`config.mk`:
```
export PLATFORM = sky130hd
export DESIGN_NAME = bitbang_i2c_write_retry_top
export DESIGN_NICKNAME = d
export VERILOG_FILES = /design/src/sv/bbi2c_pkg.sv /design/src/sv/bbi2c_front.sv /design/src/sv/bbi2c_back.sv /design/src/sv/bitbang_i2c_write_retry_top.sv
export SDC_FILE = /design/constraint.sdc
export NUM_CORES = 1
export LEC_CHECK = 0
export ABC_AREA = 1
export BUFFER_PORTS_ARGS = -buffer_cell sky130_fd_sc_hd__buf_2
export CORE_MARGIN = 2
export CORE_UTILIZATION = 30
export DETAILED_ROUTE_END_ITERATION = 6
export GPL_TIMING_DRIVEN = 1
export SLEW_MARGIN = 5
export SYNTH_ARGS = -nofsm -noshare
export SYNTH_HDL_FRONTEND = slang
export SYNTH_SLANG_ARGS = --single-unit
export TNS_END_PERCENT = 30
```
`constraint.sdc`:
```
create_clock -name clk_i -period 4.2 [get_ports clk_i]
set_input_delay 1.26 -clock clk_i [delete_from_list [all_inputs] [get_ports clk_i]]
set_output_delay 1.26 -clock clk_i [all_outputs]
set_load 0.03 [all_outputs]
```
`src/sv/bbi2c_pkg.sv`:
```
// Shared types and constants of the bit-banged I2C write master.
package bbi2c_pkg;

  localparam int unsigned QUEUE_DEPTH_DEF = 2;

  localparam int unsigned CFG_IDX_W  = 1;
  localparam int unsigned CFG_DATA_W = 16;

  localparam logic [CFG_IDX_W-1:0] CFG_DEVICE_ADDRESS = 1'b0;
  localparam logic [CFG_IDX_W-1:0] CFG_ACK_TIMEOUT    = 1'b1;

  localparam logic [7:0]  DEV_ADDR_RST    = 8'd120;
  localparam logic [15:0] ACK_TIMEOUT_RST = 16'd1000;

  localparam logic [7:0] CTRL_CMD  = 8'h00;
  localparam logic [7:0] CTRL_DATA = 8'h40;

  localparam logic [1:0] STAT_OK    = 2'd0;
  localparam logic [1:0] STAT_ABORT = 2'd1;
  localparam logic [1:0] STAT_BUSY  = 2'd2;

  typedef enum logic {
    OP_REQ  = 1'b0,
    OP_TICK = 1'b1
  } op_e;

  typedef struct packed {
    logic       func;
    logic       is_data;
    logic [7:0] payload;
    logic       sda_in;
  } req_t;

  typedef struct packed {
    logic       scl_out;
    logic       sda_out;
    logic       busy_res;
    logic       done_res;
    logic [1:0] status;
  } res_t;

  typedef struct packed {
    op_e        op;
    logic [7:0] ctrl_byte;
    logic [7:0] payload;
    logic       sda_in;
  } cmd_t;

endpackage

```
`src/sv/bbi2c_front.sv`:
```
// Front end: accepts input beats, decodes them into commands and queues them.
module bbi2c_front #(
  parameter int unsigned QUEUE_DEPTH = bbi2c_pkg::QUEUE_DEPTH_DEF
) (
  input  logic              clk_i,
  input  logic              rst_ni,
  input  logic              in_valid_i,
  output logic              in_stall_o,
  input  bbi2c_pkg::req_t   in_data_i,
  input  logic              pop_i,
  output logic              head_valid_o,
  output bbi2c_pkg::cmd_t   head_o
);
  import bbi2c_pkg::*;

  localparam int unsigned PTR_W = $clog2(QUEUE_DEPTH);
  localparam int unsigned CNT_W = $clog2(QUEUE_DEPTH + 1);
  localparam logic [PTR_W-1:0] PTR_LAST = PTR_W'(QUEUE_DEPTH - 1);
  localparam logic [CNT_W-1:0] CNT_FULL = CNT_W'(QUEUE_DEPTH);

  cmd_t             entry_q [QUEUE_DEPTH];
  logic [PTR_W-1:0] wr_ptr_q, wr_ptr_d;
  logic [PTR_W-1:0] rd_ptr_q, rd_ptr_d;
  logic [CNT_W-1:0] count_q, count_d;
  logic             push, pop;
  cmd_t             cmd;

  always_comb begin
    cmd.op        = in_data_i.func ? OP_TICK : OP_REQ;
    cmd.ctrl_byte = in_data_i.is_data ? CTRL_DATA : CTRL_CMD;
    cmd.payload   = in_data_i.payload;
    cmd.sda_in    = in_data_i.sda_in;
  end

  assign in_stall_o   = (count_q == CNT_FULL);
  assign head_valid_o = (count_q != '0);
  assign head_o       = entry_q[rd_ptr_q];
  assign push         = in_valid_i && !in_stall_o;
  assign pop          = pop_i && head_valid_o;

  always_comb begin
    wr_ptr_d = wr_ptr_q;
    rd_ptr_d = rd_ptr_q;
    count_d  = count_q;
    if (push) begin
      wr_ptr_d = (wr_ptr_q == PTR_LAST) ? '0 : wr_ptr_q + 1'b1;
    end
    if (pop) begin
      rd_ptr_d = (rd_ptr_q == PTR_LAST) ? '0 : rd_ptr_q + 1'b1;
    end
    priority if (push && !pop) begin
      count_d = count_q + 1'b1;
    end else if (pop && !push) begin
      count_d = count_q - 1'b1;
    end else begin
      count_d = count_q;
    end
  end

  always_ff @(posedge clk_i or negedge rst_ni) begin
    if (!rst_ni) begin
      wr_ptr_q <= '0;
      rd_ptr_q <= '0;
      count_q  <= '0;
    end else begin
      wr_ptr_q <= wr_ptr_d;
      rd_ptr_q <= rd_ptr_d;
      count_q  <= count_d;
    end
  end

  always_ff @(posedge clk_i) begin
    if (push) begin
      entry_q[wr_ptr_q] <= cmd;
    end
  end

endmodule

```
`src/sv/bbi2c_back.sv`:
```
// Back end: pin sequencer, one queued command per cycle to an output register unless stalled.
module bbi2c_back (
  input  logic            clk_i,
  input  logic            rst_ni,
  input  logic            head_valid_i,
  input  bbi2c_pkg::cmd_t head_i,
  output logic            pop_o,
  input  logic [7:0]      dev_addr_i,
  input  logic [15:0]     ack_timeout_i,
  output logic            out_valid_o,
  input  logic            out_stall_i,
  output bbi2c_pkg::res_t out_data_o
);
  import bbi2c_pkg::*;

  localparam logic [3:0] PH_IDLE  = 4'd0;
  localparam logic [3:0] PH_START = 4'd1;
  localparam logic [3:0] PH_BIT   = 4'd2;
  localparam logic [3:0] PH_ACK   = 4'd3;
  localparam logic [3:0] PH_POLL  = 4'd4;
  localparam logic [3:0] PH_STOP  = 4'd5;

  logic [3:0]  phase_q, phase_d;
  logic [1:0]  step_q, step_d;
  logic [2:0]  bit_q, bit_d;
  logic [1:0]  slot_q, slot_d;
  logic        retried_q, retried_d;
  logic [15:0] poll_q, poll_d;
  logic [7:0]  payload_q, payload_d;
  logic [7:0]  ctrl_q, ctrl_d;
  logic        scl_q, scl_d;
  logic        sda_q, sda_d;
  logic        out_valid_q;
  res_t        out_data_q, res;
  logic        active, done;
  logic [1:0]  status;
  logic [7:0]  cur_byte;

  assign pop_o       = head_valid_i && (!out_valid_q || !out_stall_i);
  assign out_valid_o = out_valid_q;
  assign out_data_o  = out_data_q;
  assign active      = (phase_q >= PH_START) && (phase_q <= PH_STOP);

  always_comb begin
    unique case (slot_q)
      2'd0:    cur_byte = dev_addr_i;
      2'd1:    cur_byte = ctrl_q;
      default: cur_byte = payload_q;
    endcase
  end

  always_comb begin
    phase_d   = phase_q;
    step_d    = step_q;
    bit_d     = bit_q;
    slot_d    = slot_q;
    retried_d = retried_q;
    poll_d    = poll_q;
    payload_d = payload_q;
    ctrl_d    = ctrl_q;
    scl_d     = scl_q;
    sda_d     = sda_q;
    done      = 1'b0;
    status    = STAT_OK;
    if (head_i.op == OP_REQ) begin
      if (active) begin
        status = STAT_BUSY;
      end else begin
        payload_d = head_i.payload;
        ctrl_d    = head_i.ctrl_byte;
        phase_d   = PH_START;
        step_d    = '0;
        bit_d     = '0;
        slot_d    = '0;
        retried_d = 1'b0;
        poll_d    = '0;
      end
    end else if (active) begin
      unique case (phase_q)
        PH_START: begin
          unique case (step_q)
            2'd0:    scl_d = 1'b1;
            2'd1:    sda_d = 1'b1;
            2'd2:    sda_d = 1'b0;
            default: scl_d = 1'b0;
          endcase
          if (step_q == 2'd3) begin
            phase_d = PH_BIT;
            step_d  = '0;
            bit_d   = '0;
          end else begin
            step_d = step_q + 1'b1;
          end
        end
        PH_BIT: begin
          priority if (step_q == 2'd0) begin
            scl_d  = 1'b0;
            step_d = 2'd1;
          end else if (step_q == 2'd1) begin
            sda_d  = cur_byte[~bit_q];
            step_d = 2'd2;
          end else begin
            scl_d  = 1'b1;
            step_d = '0;
            if (bit_q == 3'd7) begin
              bit_d   = '0;
              phase_d = PH_ACK;
            end else begin
              bit_d = bit_q + 1'b1;
            end
          end
        end
        PH_ACK: begin
          priority if (step_q == 2'd0) begin
            scl_d  = 1'b0;
            step_d = 2'd1;
          end else if (step_q == 2'd1) begin
            sda_d  = 1'b1;
            step_d = 2'd2;
          end else begin
            scl_d   = 1'b1;
            step_d  = '0;
            poll_d  = '0;
            phase_d = PH_POLL;
          end
        end
        PH_POLL: begin
          priority if (!head_i.sda_in) begin
            scl_d     = 1'b0;
            poll_d    = '0;
            retried_d = 1'b0;
            step_d    = '0;
            bit_d     = '0;
            if (slot_q >= 2'd2) begin
              phase_d = PH_STOP;
            end else begin
              slot_d  = slot_q + 1'b1;
              phase_d = PH_BIT;
            end
          end else if (poll_q >= ack_timeout_i) begin
            scl_d  = 1'b0;
            poll_d = '0;
            step_d = '0;
            bit_d  = '0;
            if (!retried_q) begin
              retried_d = 1'b1;
              phase_d   = PH_BIT;
            end else begin
              retried_d = 1'b0;
              phase_d   = PH_IDLE;
              done      = 1'b1;
              status    = STAT_ABORT;
            end
          end else begin
            poll_d = poll_q + 1'b1;
          end
        end
        PH_STOP: begin
          priority if (step_q == 2'd0) begin
            sda_d  = 1'b0;
            step_d = 2'd1;
          end else if (step_q == 2'd1) begin
            scl_d  = 1'b1;
            step_d = 2'd2;
          end else begin
            sda_d   = 1'b1;
            step_d  = '0;
            phase_d = PH_IDLE;
            done    = 1'b1;
          end
        end
        default: begin
          phase_d = phase_q;
        end
      endcase
    end
  end

  always_comb begin
    res.scl_out  = scl_d;
    res.sda_out  = sda_d;
    res.busy_res = (phase_d >= PH_START) && (phase_d <= PH_STOP);
    res.done_res = done;
    res.status   = status;
  end

  always_ff @(posedge clk_i or negedge rst_ni) begin
    if (!rst_ni) begin
      phase_q     <= PH_IDLE;
      step_q      <= '0;
      bit_q       <= '0;
      slot_q      <= '0;
      retried_q   <= 1'b0;
      poll_q      <= '0;
      scl_q       <= 1'b1;
      sda_q       <= 1'b1;
      out_valid_q <= 1'b0;
    end else begin
      if (pop_o) begin
        phase_q   <= phase_d;
        step_q    <= step_d;
        bit_q     <= bit_d;
        slot_q    <= slot_d;
        retried_q <= retried_d;
        poll_q    <= poll_d;
        scl_q     <= scl_d;
        sda_q     <= sda_d;
      end
      if (pop_o) begin
        out_valid_q <= 1'b1;
      end else if (!out_stall_i) begin
        out_valid_q <= 1'b0;
      end
    end
  end

  always_ff @(posedge clk_i) begin
    if (pop_o) begin
      payload_q  <= payload_d;
      ctrl_q     <= ctrl_d;
      out_data_q <= res;
    end
  end

endmodule

```
`src/sv/bitbang_i2c_write_retry_top.sv`:
```
// Top level of the bit-banged I2C write master with one retry per byte.
//
// Input channel (in_valid_i / in_stall_o / in_data_i): each beat is either a
// write request (func = 0) or a tick (func = 1) that advances the pin
// sequence by one step. Every accepted beat yields exactly one result beat
// on the output channel (out_valid_o / out_stall_i / out_data_o) with the
// SCL/SDA drive levels, busy and done flags and a status code.
// A beat is registered in the queue, then its result in the output register;
// throughput is one beat per cycle, set by the pin sequencer in the back end.
// A queue of QUEUE_DEPTH commands sits between front and back, so input beats
// are still taken while a result waits; in_stall_o rises when it fills.
// When out_stall_i holds the result register, the sequencer pauses and the
// queue absorbs further input until full.
// The configuration channel (cfg_valid_i / cfg_ready_o) writes the device
// address (index 0) or the acknowledge timeout (index 1); write it only
// while the block is idle.
// Reset brings SCL and SDA released high, the sequencer idle, the queue
// empty, the address to 120 and the timeout to 1000.
module bitbang_i2c_write_retry_top #(
  parameter int unsigned QUEUE_DEPTH = bbi2c_pkg::QUEUE_DEPTH_DEF
) (
  input  logic                                 clk_i,
  input  logic                                 rst_ni,
  input  logic                                 in_valid_i,
  output logic                                 in_stall_o,
  input  bbi2c_pkg::req_t                      in_data_i,
  output logic                                 out_valid_o,
  input  logic                                 out_stall_i,
  output bbi2c_pkg::res_t                      out_data_o,
  input  logic                                 cfg_valid_i,
  output logic                                 cfg_ready_o,
  input  logic [bbi2c_pkg::CFG_IDX_W-1:0]      cfg_index_i,
  input  logic [bbi2c_pkg::CFG_DATA_W-1:0]     cfg_data_i
);
  import bbi2c_pkg::*;

  logic [7:0]  dev_addr_q;
  logic [15:0] ack_timeout_q;
  logic        head_valid;
  logic        pop;
  cmd_t        head;

  assign cfg_ready_o = 1'b1;

  always_ff @(posedge clk_i or negedge rst_ni) begin
    if (!rst_ni) begin
      dev_addr_q    <= DEV_ADDR_RST;
      ack_timeout_q <= ACK_TIMEOUT_RST;
    end else if (cfg_valid_i && cfg_ready_o) begin
      unique case (cfg_index_i)
        CFG_DEVICE_ADDRESS: dev_addr_q    <= cfg_data_i[7:0];
        CFG_ACK_TIMEOUT:    ack_timeout_q <= cfg_data_i[15:0];
        default:            dev_addr_q    <= dev_addr_q;
      endcase
    end
  end

  bbi2c_front #(
    .QUEUE_DEPTH(QUEUE_DEPTH)
  ) u_front (
    .clk_i       (clk_i),
    .rst_ni      (rst_ni),
    .in_valid_i  (in_valid_i),
    .in_stall_o  (in_stall_o),
    .in_data_i   (in_data_i),
    .pop_i       (pop),
    .head_valid_o(head_valid),
    .head_o      (head)
  );

  bbi2c_back u_back (
    .clk_i        (clk_i),
    .rst_ni       (rst_ni),
    .head_valid_i (head_valid),
    .head_i       (head),
    .pop_o        (pop),
    .dev_addr_i   (dev_addr_q),
    .ack_timeout_i(ack_timeout_q),
    .out_valid_o  (out_valid_o),
    .out_stall_i  (out_stall_i),
    .out_data_o   (out_data_o)
  );

`ifndef SYNTHESIS
  a_done_not_busy: assert property (@(posedge clk_i) disable iff (!rst_ni)
    out_valid_o && out_data_o.done_res |-> !out_data_o.busy_res)
    else $error("transfer done while still busy");

  a_refuse_busy: assert property (@(posedge clk_i) disable iff (!rst_ni)
    out_valid_o && (out_data_o.status == STAT_BUSY) |->
      out_data_o.busy_res && !out_data_o.done_res)
    else $error("refused request without a transfer in progress");

  a_abort_scl_low: assert property (@(posedge clk_i) disable iff (!rst_ni)
    out_valid_o && (out_data_o.status == STAT_ABORT) |->
      out_data_o.done_res && !out_data_o.scl_out)
    else $error("abort must end the transfer with SCL low");

  a_pop_fills_output: assert property (@(posedge clk_i) disable iff (!rst_ni)
    pop |=> out_valid_o)
    else $error("sequencer step lost its result beat");
`endif

endmodule
```
Word level (Yosys, flattened, before mapping)
Memories as Yosys holds them, arrays and structs flattened.
Cells that the tools add are included.
{"block": "totals", "regBits": 81, "ramBits": 34, "inputBits": 33, "out_inout_bits": 9, "elab_cells": 198, "mem_count": 1}
{"name": "u_front.entry_q", "words": 2, "word_bits": 17, "rd": 1, "rd_clocked_by_memory_dff": 0, "wr": 1, "line_no": "bbi2c_front.sv:21", "source": "cmd_t entry_q [QUEUE_DEPTH];"}
{"block": "op_classes", "n_addsub": 8, "n_lt_le_gt_ge": 7, "n_eq_ne": 27, "mux": 101, "bitwise_logic": 4, "reduce_logical": 29}
{"op": "16-bit 2-to-1 mux", "n": 7}
{"op": "4-bit 2-to-1 mux", "n": 13}
{"op": "2-bit 2-to-1 mux", "n": 22}
{"op": "1-bit 2-to-1 mux", "n": 37}
{"op": "16-bit case mux with 2 select lines", "n": 1}
{"op": "3-bit 2-to-1 mux", "n": 10}
{"op": "3-bit inequality test, second input constant", "n": 7}
{"op": "4-bit case mux with 5 select lines", "n": 1}
{"op": "16-bit by 1-bit adder with 16-bit output, second input constant", "n": 1}
{"op": "16-bit >= comparator", "n": 1}
{"op": "8-bit case mux with 2 select lines", "n": 1}
{"op": "4-bit inequality test, second input constant", "n": 3}
{"op": "6-bit AND reduction", "n": 2}
{"op": "5-bit AND reduction", "n": 2}
{"op": "3-bit case mux with 3 select lines", "n": 1}
{"op": "4-bit by 2-bit equality test with 1-bit output, second input constant", "n": 2}
{"op": "4-bit by 3-bit equality test with 1-bit output, second input constant", "n": 2}
{"op": "4-bit by 1-bit >= comparator with 1-bit output, second input constant", "n": 2}
{"op": "4-bit by 3-bit less-or-equal comparator with 1-bit output, second input constant", "n": 2}
{"op": "2-bit inequality test, second input constant", "n": 4}
{"op": "1-bit case mux with 4 select lines", "n": 2}
{"op": "8-bit AND reduction", "n": 1}
{"op": "1-bit logical AND", "n": 7}
{"op": "7-bit 2-to-1 mux", "n": 1}
{"op": "24 further kinds", "n": 44}

Logic depth before layout (Yosys ltp)
Gate-level depths: netlist of the first run.
{"block": "depth", "depth_word": 9, "mapped_depth": 19, "mapped_depth_nobuf": 19}

By module
Synthesis of the first run repeated with hierarchy kept, for this count alone.
{"block": "unflattened", "cells_unflattened": 638, "area_unflattened_um2": 5576.6}
{"mod": "bbi2c_back", "instances": 1, "cells_per_inst": 434, "area_each_um2": 3472.1, "seq_area_each_um2": 1438.9}
{"mod": "bbi2c_front", "instances": 1, "cells_per_inst": 97, "area_each_um2": 1093.5, "seq_area_each_um2": 760.7}
{"mod": "bitbang_i2c_write_retry_top", "instances": 1, "cells_per_inst": 107, "area_each_um2": 1011.0, "seq_area_each_um2": 613.1}

Worst setup path after synthesis of the first run
Ideal clock, no wire load.
{"block": "synth_timing", "path_type": "input to register", "from": "in in_valid_i", "to": "mem u_front.entry_q[1][0] (netlist bit), enable pin", "setup_ps": 380, "arrival_ps": 1913, "t_required_ps": 3820, "setup_slack_ps": 1907, "path_stages": 2, "n_path_buf": 0, "path_cell_list": "o21ai_0 nor2_1"}
{"block": "synth_between", "elab_chain_len": 3}
{"item": "from (decl)", "line_no": "bitbang_i2c_write_retry_top.sv:24", "source": "input logic in_valid_i,"}
{"item": "1-bit logical AND", "line_no": "bbi2c_front.sv:38", "source": "assign push = in_valid_i && !in_stall_o;"}
{"item": "1-bit 2-to-1 mux", "line_no": "bbi2c_front.sv:73", "source": "if (push) begin"}
{"item": "1-bit 2-to-1 mux (implied by the code)", "line_no": "bbi2c_front.sv:74", "source": "entry_q[wr_ptr_q] <= cmd;"}
{"item": "to (decl)", "line_no": "bbi2c_front.sv:21"}
Every way passes these cells.

Worst setup path after layout of the first run
{"block": "layout_timing", "from": "reg u_front.rd_ptr_q", "to": "reg u_back.bit_q[2]"}
{"block": "layout_between", "elab_chain_len": 5, "elab_cells_between_ends": 13, "classes_between": "eq/ne (7); mux (4); reduce/logical (1); memory (1)"}
{"item": "from (decl)", "line_no": "bbi2c_front.sv:23", "source": "logic [PTR_W-1:0] rd_ptr_q, rd_ptr_d;"}
{"item": "from (signal assigned)", "line_no": "bbi2c_front.sv:67", "source": "rd_ptr_q <= rd_ptr_d;"}
{"item": "memory 2 x 17 bit (*)"}
{"item": "3-bit 2-to-1 mux", "line_no": "bbi2c_back.sv:128", "source": "priority if (!head_i.sda_in) begin"}
{"item": "3-bit case mux with 3 select lines", "line_no": "bbi2c_back.sv:79", "source": "unique case (phase_q)"}
{"item": "3-bit 2-to-1 mux", "line_no": "bbi2c_back.sv:78", "source": "end else if (active) begin"}
{"item": "3-bit 2-to-1 mux", "line_no": "bbi2c_back.sv:65", "source": "if (head_i.op == OP_REQ) begin"}
{"item": "to (signal assigned)", "line_no": "bbi2c_back.sv:202", "source": "bit_q <= bit_d;"}
{"item": "to (decl)", "line_no": "bbi2c_back.sv:25", "source": "logic [2:0] bit_q, bit_d;"}
Mark *: on every way between the ends. The rest lies on a longest branch, timed or not. The select of a mux whose other input is x is not followed.
A chain may end at the register's enable or synchronous reset.

==> flow_summary_export.csv, run 1 <==
group,metric,value,unit
cts,clock-sinks,96,
critical_path,cp_max_fo,12,
sta,hold_viol,0,
route,num_vias,3837,
critical_path,start_kind,"flip-flop",
global_route,track_usage,0.120,
final_layout,drive_above_1_share,0.158,
critical_path,r2r_setup_slack,1590,ps
placed_design,placed_cell_area,5590,sq um
worst_hold_path,holdPathEnd,"ack_timeout_q[9]$_DFFE_PN1P_",
die,die_w,135,um
yosys,synth_fp_nets,661,
global_route,grt_start_max_net_pins,37,
critical_path,r2r-end,"u_back.bit_q[2]$_DFFE_PN0P_",
final_layout,nets,702,
sta,tightest_slew,921,ps
pwr,irDropWorstVdd,0.428,mV
cts,clock_latency,350,ps
die,start_util,0.309,
cts,cts-buffers-inserted,9,
cts,clk_pin_slew,70,ps
route,detail-route-antenna-nets,0,
yosys,syn_area,5160,sq um
final_layout,fin_util,0.351,
critical_path,cp.arrival,2840,ps
route,wl,10.0,mm
route,dr.pass1.iters,4,
route,drt_iter0_markers,257,
yosys,synth-seq-area-share,0.504,
final_layout,antenna_cells,0,
final_layout,area_growth,13.8,%
die,core_area,16700,sq um
sta,fin_crit_sh,0.621,
global_route,grt_pass1_wl,17.2,mm
cts,cts-resized-gates,0,
pwr,power_leakage,2.73,nW
die,dieArea,18300,sq um
yosys,synth_cells,598,
pwr,p_per_area,615,nW/um^2
yosys,yosys-top-cells-area,"dfrtp_1, edfxtp_1, nand2_1",
worst_hold_path,min-delay-start,"ack_timeout_q[9]$_DFFE_PN1P_",
worst_hold_path,min_path_type,"flip-flop to flip-flop",
status,status,"completed",
yosys,synth_top_area_frac,0.228,
yosys,ys_warn_count,0,
cts,cts_hold_buffers,0,
sta,setup_viol,0,
critical_path,rr_worst_depth,11,
placed_design,place.detailed.hpwl,7.53,mm
flow_run,maxCapViolCount,0,
route,vias_per_cell,4.44,
critical_path,cp.required,4430,ps
pwr,p_total,3.61,mW
global_route,antenna_found_initial,0,
worst_hold_path,whs_path_depth,2,
placed_design,gp_congestion,0.847,
die,rows,47,
yosys,synth_top_cell_by_area,"dfrtp_1",
cts,cts-htree-levels,3,
sta,finalSetupTns,0,ps
sta,rsz0062_at_grt,"false",
sta,slew_headroom,0.384,
sta,worst_slack,1590,ps
final_layout,final_design_area_no_fill,5870,sq um
route,wl_per_cell,11.6,um
placed_design,io_buffers,40,
cts,cts_tree,"built",
yosys,ys_ff_latch,96,
route,drc,0,
sta,finalMaxSlewViolations,0,
die,io_pins,42,
sta,whs,487,ps
final_layout,stdcell_count,864,
cts,cts.path.max_buffers,2,
yosys,syn_avg_cell_area,8.63,sq um
critical_path,endpoint_kind,"flip-flop",
critical_path,worstSetupPathType,"flip-flop to flip-flop",
sta,final.min_clock_period,2610,ps
global_route,grt_pass1_vias,3628,
yosys,yosysUniqueCellTypes,45,
global_route,gr-total-overflow,0,
cts,cts_setup_buffers,0,
cts,cts-root-buf,"clkbuf_16",
critical_path,crit-reg2reg-launch,"u_front.rd_ptr_q$_DFFE_PN0P_",
placed_design,place_ws,1580,ps
sta,max_freq,384,MHz
die,die_y,135,um
sta,clock_skew,9.80,ps
placed_design,dpl.cell_count,848,
## cells by family (layout without fill, tap and decap cells)
kind of cell / after synthesis / after routing / synth area share
adder cells (fa/ha/maj): 30 / 30 / 0.0728
flip-flops: 96 / 96 / 0.504
other: 1 / 1 / 0.000727
AND/OR/NAND/NOR: 271 / 271 / 0.229
AO/OA/AOI/OAI: 94 / 94 / 0.102
buffers and inverters: 97 / 143 / 0.0757
XOR/XNOR: 9 / 9 / 0.0153
## layout make-up
class                      instances  area [sq um]
sequential                        96          2600
fill                            1796         10800
clock inverter                     7          56.3
clock buffer                       9           225
multi-input combinational        405          2170
inverter                          85           329
timing repair buffer              42           215
tap                              220           275
## synth_stat cells (all sizes together)
cell / instances
ha: 30
a211oi: 1
dfrtp: 47
or2: 2
o311ai: 1
clkbuf: 5
nor3: 9
nor3b: 1
nand3: 30
nand4: 9
a21boi: 2
clkinv: 1
edfxtp: 37
a31oi: 2
xor2: 8
buf: 7
o21bai: 1
inv: 84
o211ai: 3
nor4: 1
xnor2: 1
conb: 1
o2111ai: 1
a21oi: 29
dfstp: 12
a22o: 1
nand2: 157
a22oi: 1
nor2: 62
o21ai: 52
## cells in the final DEF (no fill, tap or decap), types with 4 or more instances in the layout
cell type and instances:
a21oi_1 29, buf_2 40, clkbuf_16 9, dfrtp_1 47, dfstp_2 12, edfxtp_1 37, ha_1 30, inv_1 75
inv_2 6, nand2_1 149, nand2_2 6, nand3_1 28, nand4_1 9, nor2_1 56, nor2_2 4, nor3_1 8
o21ai_0 45, o21ai_1 4, xor2_1 8
## worst max-delay path by stage
stage | start | end | slack (ps) | depth (start not counted)
final | u_front.rd_ptr_q$_DFFE_PN0P_ | u_back.bit_q[2]$_DFFE_PN0P_ | 1590 | 11
after global routing | u_front.rd_ptr_q$_DFFE_PN0P_ | u_back.bit_q[2]$_DFFE_PN0P_ | 1300 | 11
after CTS | u_front.rd_ptr_q$_DFFE_PN0P_ | u_back.bit_q[2]$_DFFE_PN0P_ | 1570 | 11
after detailed placement | in_valid_i | u_front.entry_q[1][3]$_DFFE_PP_ | 1580 | 3
after global placement | in_valid_i | u_front.entry_q[1][3]$_DFFE_PP_ | 1590 | 3
after floorplan | in_valid_i | u_front.entry_q[1][0]$_DFFE_PP_ | 1910 | 2
## registers in the layout (all words and copies together), names as in the netlist, 2 cells and up
register / count
dev_addr_q: 8
u_back.step_q: 2
u_back.slot_q: 2
u_back.poll_q: 16
ack_timeout_q: 16
u_back.bit_q: 3
u_front.entry_q: 22
u_back.out_data_o: 6
u_back.phase_q: 4
u_back.payload_q: 8
u_front.count_q: 2
## power by group
group          switching [mW]  internal [mW]  leakage [nW]
Sequential              0.138           1.25          1.08
Combinational            1.00          0.436          1.52
Clock                   0.372          0.408         0.136
Total                    1.51           2.09          2.73
## worst max-delay path: stages (launching register included)
cell,delay [ps]
dfrtp_1,610
inv_2,200
or2_1,260
o21ai_2,230
ha_1,330
nor2_1,140
nand2_1,70
inv_1,130
nand3_1,120
o21bai_2,240
nand2_1,80
o21ai_0,80
## layer usage
metal,global-route usage,wire (um),part of all wire,up-vias
met1,0.156,4830,0.48,1735
met2,0.190,4600,0.46,67
li1,-,-,-,2026
met5,0,0,0,-
met4,0.0451,176,0.018,0
met3,0.0329,418,0.042,9
Note: power is estimated with default switching activity, not from simulation.
==> run 2: changes to the inputs <==
==> constraint.sdc (replaced) <==
create_clock -name clk_i -period 2.2 [get_ports clk_i]
set_input_delay 0.66 -clock clk_i [delete_from_list [all_inputs] [get_ports clk_i]]
set_output_delay 0.66 -clock clk_i [all_outputs]
set_load 0.03 [all_outputs]
==> run 2 against run 1 <==
Net effect:
- final cell count grew 3.7%
- critical path depth is 4 higher
- clock power rose by 110%
- first-iteration DRC count shrank 35%
- via count is 2.3% higher
- maximum frequency grew 21%
- sequential power grew 87%
- critical path type unchanged
- combinational power is 130% higher
- register-to-register slack worse by 1600 ps
==> flow_summary_export.csv, run 2 (synthesis results as in run 1) <==
group,metric,value,unit
route,dr.pass1.iters,4,
cts,cts-htree-levels,3,
critical_path,cp.arrival,2280,ps
critical_path,worstSetupPathType,"flip-flop to flip-flop",
final_layout,fin_util,0.373,
cts,cts_tree,"built",
critical_path,cp-startpoint,"ack_timeout_q[3]$_DFFE_PN1P_",
global_route,track_usage,0.125,
final_layout,multi_input_area,2260,sq um
pwr,irDropWorstVdd,0.677,mV
sta,clock_skew,14.6,ps
critical_path,rr_worst_depth,15,
global_route,grt_pass1_wl,17.9,mm
placed_design,place.detailed.hpwl,7.74,mm
sta,setup_viol,0,
pwr,p_per_area,1200,nW/um^2
die,rows,47,
die,die_w,135,um
critical_path,cp_max_fo,6,
final_layout,top_regs,"u_front.entry_q x22, ack_timeout_q x16, u_back.poll_q x16",
critical_path,r2r_setup_slack,40,ps
die,die_y,135,um
flow_run,maxCapViolCount,0,
critical_path,endpoint_kind,"flip-flop",
final_layout,area_growth,20.8,%
sta,finalMaxSlewViolations,0,
global_route,antenna_found_initial,0,
final_layout,layout_commonest_cell,"nand2_1",
global_route,gr-total-overflow,0,
route,detail-route-antenna-nets,0,
sta,max_freq,463,MHz
route,num_vias,3925,
placed_design,io_buffers,40,
critical_path,start_kind,"flip-flop",
cts,cts-root-buf,"clkbuf_16",
cts,cts.path.max_buffers,2,
route,drt_iter0_markers,167,
final_layout,antenna_cells,0,
route,drc,0,
sta,rsz0062_at_grt,"true",
pwr,power_leakage,2.93,nW
critical_path,crit_end,"u_back.out_data_o[3]$_DFFE_PP_",
route,wl,10.6,mm
final_layout,nets,734,
cts,cts-buffers-inserted,9,
cts,clock_latency,370,ps
global_route,grt_start_max_net_pins,33,
final_layout,largest_register,"u_front.entry_q",
status,status,"completed",
critical_path,crit-reg2reg-launch,"ack_timeout_q[3]$_DFFE_PN1P_",
final_layout,drive_above_1_share,0.225,
final_layout,seqCellArea,2600,sq um
placed_design,gp_congestion,0.837,
die,core_area,16700,sq um
final_layout,final_cell_mix,"nand2_1, inv_1, nor2_1",
final_layout,largest_reg_flops,22,
placed_design,placed_cell_area,5830,sq um
die,dieArea,18300,sq um
critical_path,r2r-end,"u_back.out_data_o[3]$_DFFE_PP_",
sta,tightest_slew,486,ps
route,vias_per_cell,4.38,
sta,hold_viol,0,
critical_path,cp.required,2320,ps
cts,cts_hold_buffers,0,
final_layout,fillers,1722,
sta,fin_crit_sh,0.981,
sta,slew_headroom,0.672,
global_route,grt_pass1_vias,3822,
route,wl_per_cell,11.8,um
worst_hold_path,min_path_type,"primary input to asynchronous set/reset pin",
die,io_pins,42,
die,start_util,0.309,
cts,clk_pin_slew,80,ps
sta,final.min_clock_period,2160,ps
final_layout,final_design_area_no_fill,6230,sq um
cts,clock-sinks,96,
run 2: cell types whose count changed in the layout (fill, tap and decap cells not counted), sizes merged:
| cell | change |
|---|---|
| buf | +32 |
| clkinv | -3 |
| clkinvlp | -1 |
| inv | +4 |
run 2: metrics by stage:
stage / TNS [ps] / setup WS [ps] / total power [mW] / hold WS [ps] / instances
final: 0 / 41.4 / 7.50 / 259 / 896
after global routing: -281 / -108 / 8.07 / 300 / 896
after CTS: 0 / 19.1 / 7.50 / 264 / 895
after detailed placement: -41.1 / -25.5 / 5.87 / 471 / 879
after global placement: 0 / 37.7 / 5.86 / 465 / 879
after floorplan: 0 / 168 / 4.81 / 364 / 598
run 2: layout make-up:
cell class / instances / share of cell area
flip-flops and latches: 96 / 0.418
clock buffers: 9 / 0.0362
multi-input cells: 405 / 0.362
inverters: 85 / 0.0528
well taps: 220 / 0.0442
repair buffers: 74 / 0.0751
clock inverters: 7 / 0.0118
run 2: worst max-delay path, stage by stage, from the launching register on:
cell     delay (ps)
dfstp_2         540
inv_2            40
ha_4            260
nand4_1         110
nor2_2          120
nor2_1           50
nand2_1         120
nand2_4         100
nand2_4          90
nand2_1          50
nand3_1          60
nand2_1          60
nand2_2         100
nand3_2          60
nor2_1          110
nor2_1           50
run 2: what timing repair did:
action / CTS / global route
setup endpoints to repair: 4 / 22
pin swaps: 0 / 12
resized for setup: 1 / 20
buffers inserted: 0 / 1
run 2: layer usage:
metal / GRT usage / part of all wire / routed length, um / vias up
met3: 0.0318 / 0.029 / 311 / 11
li1: - / - / - / 2099
met5: 0 / 0 / 0 / -
met2: 0.203 / 0.46 / 4870 / 46
met4: 0.0498 / 0.016 / 174 / 0
met1: 0.159 / 0.49 / 5230 / 1769
run 2: how the worst min path moves through the flow:
| stage | startpoint | depth (start not counted) | endpoint |
|---|---|---|---|
| floorplan | rst_ni | 0 | ack_timeout_q[0]$_DFFE_PN0P_ |
| global route | rst_ni | 1 | u_back.poll_q[3]$_DFFE_PN0P_ |
| CTS | rst_ni | 1 | u_back.poll_q[4]$_DFFE_PN0P_ |
| detailed placement | u_back.sda_q$_DFFE_PN1P_ | 2 | u_back.sda_q$_DFFE_PN1P_ |
| finish | rst_ni | 1 | u_back.poll_q[4]$_DFFE_PN0P_ |
| global placement | u_back.sda_q$_DFFE_PN1P_ | 2 | u_back.sda_q$_DFFE_PN1P_ |
run 2: report_power, final:
group	switching [mW]	internal (mW)
Combinational	2.09	1.19
Clock	0.805	0.814
Sequential	0.219	2.38
Total	3.12	4.38
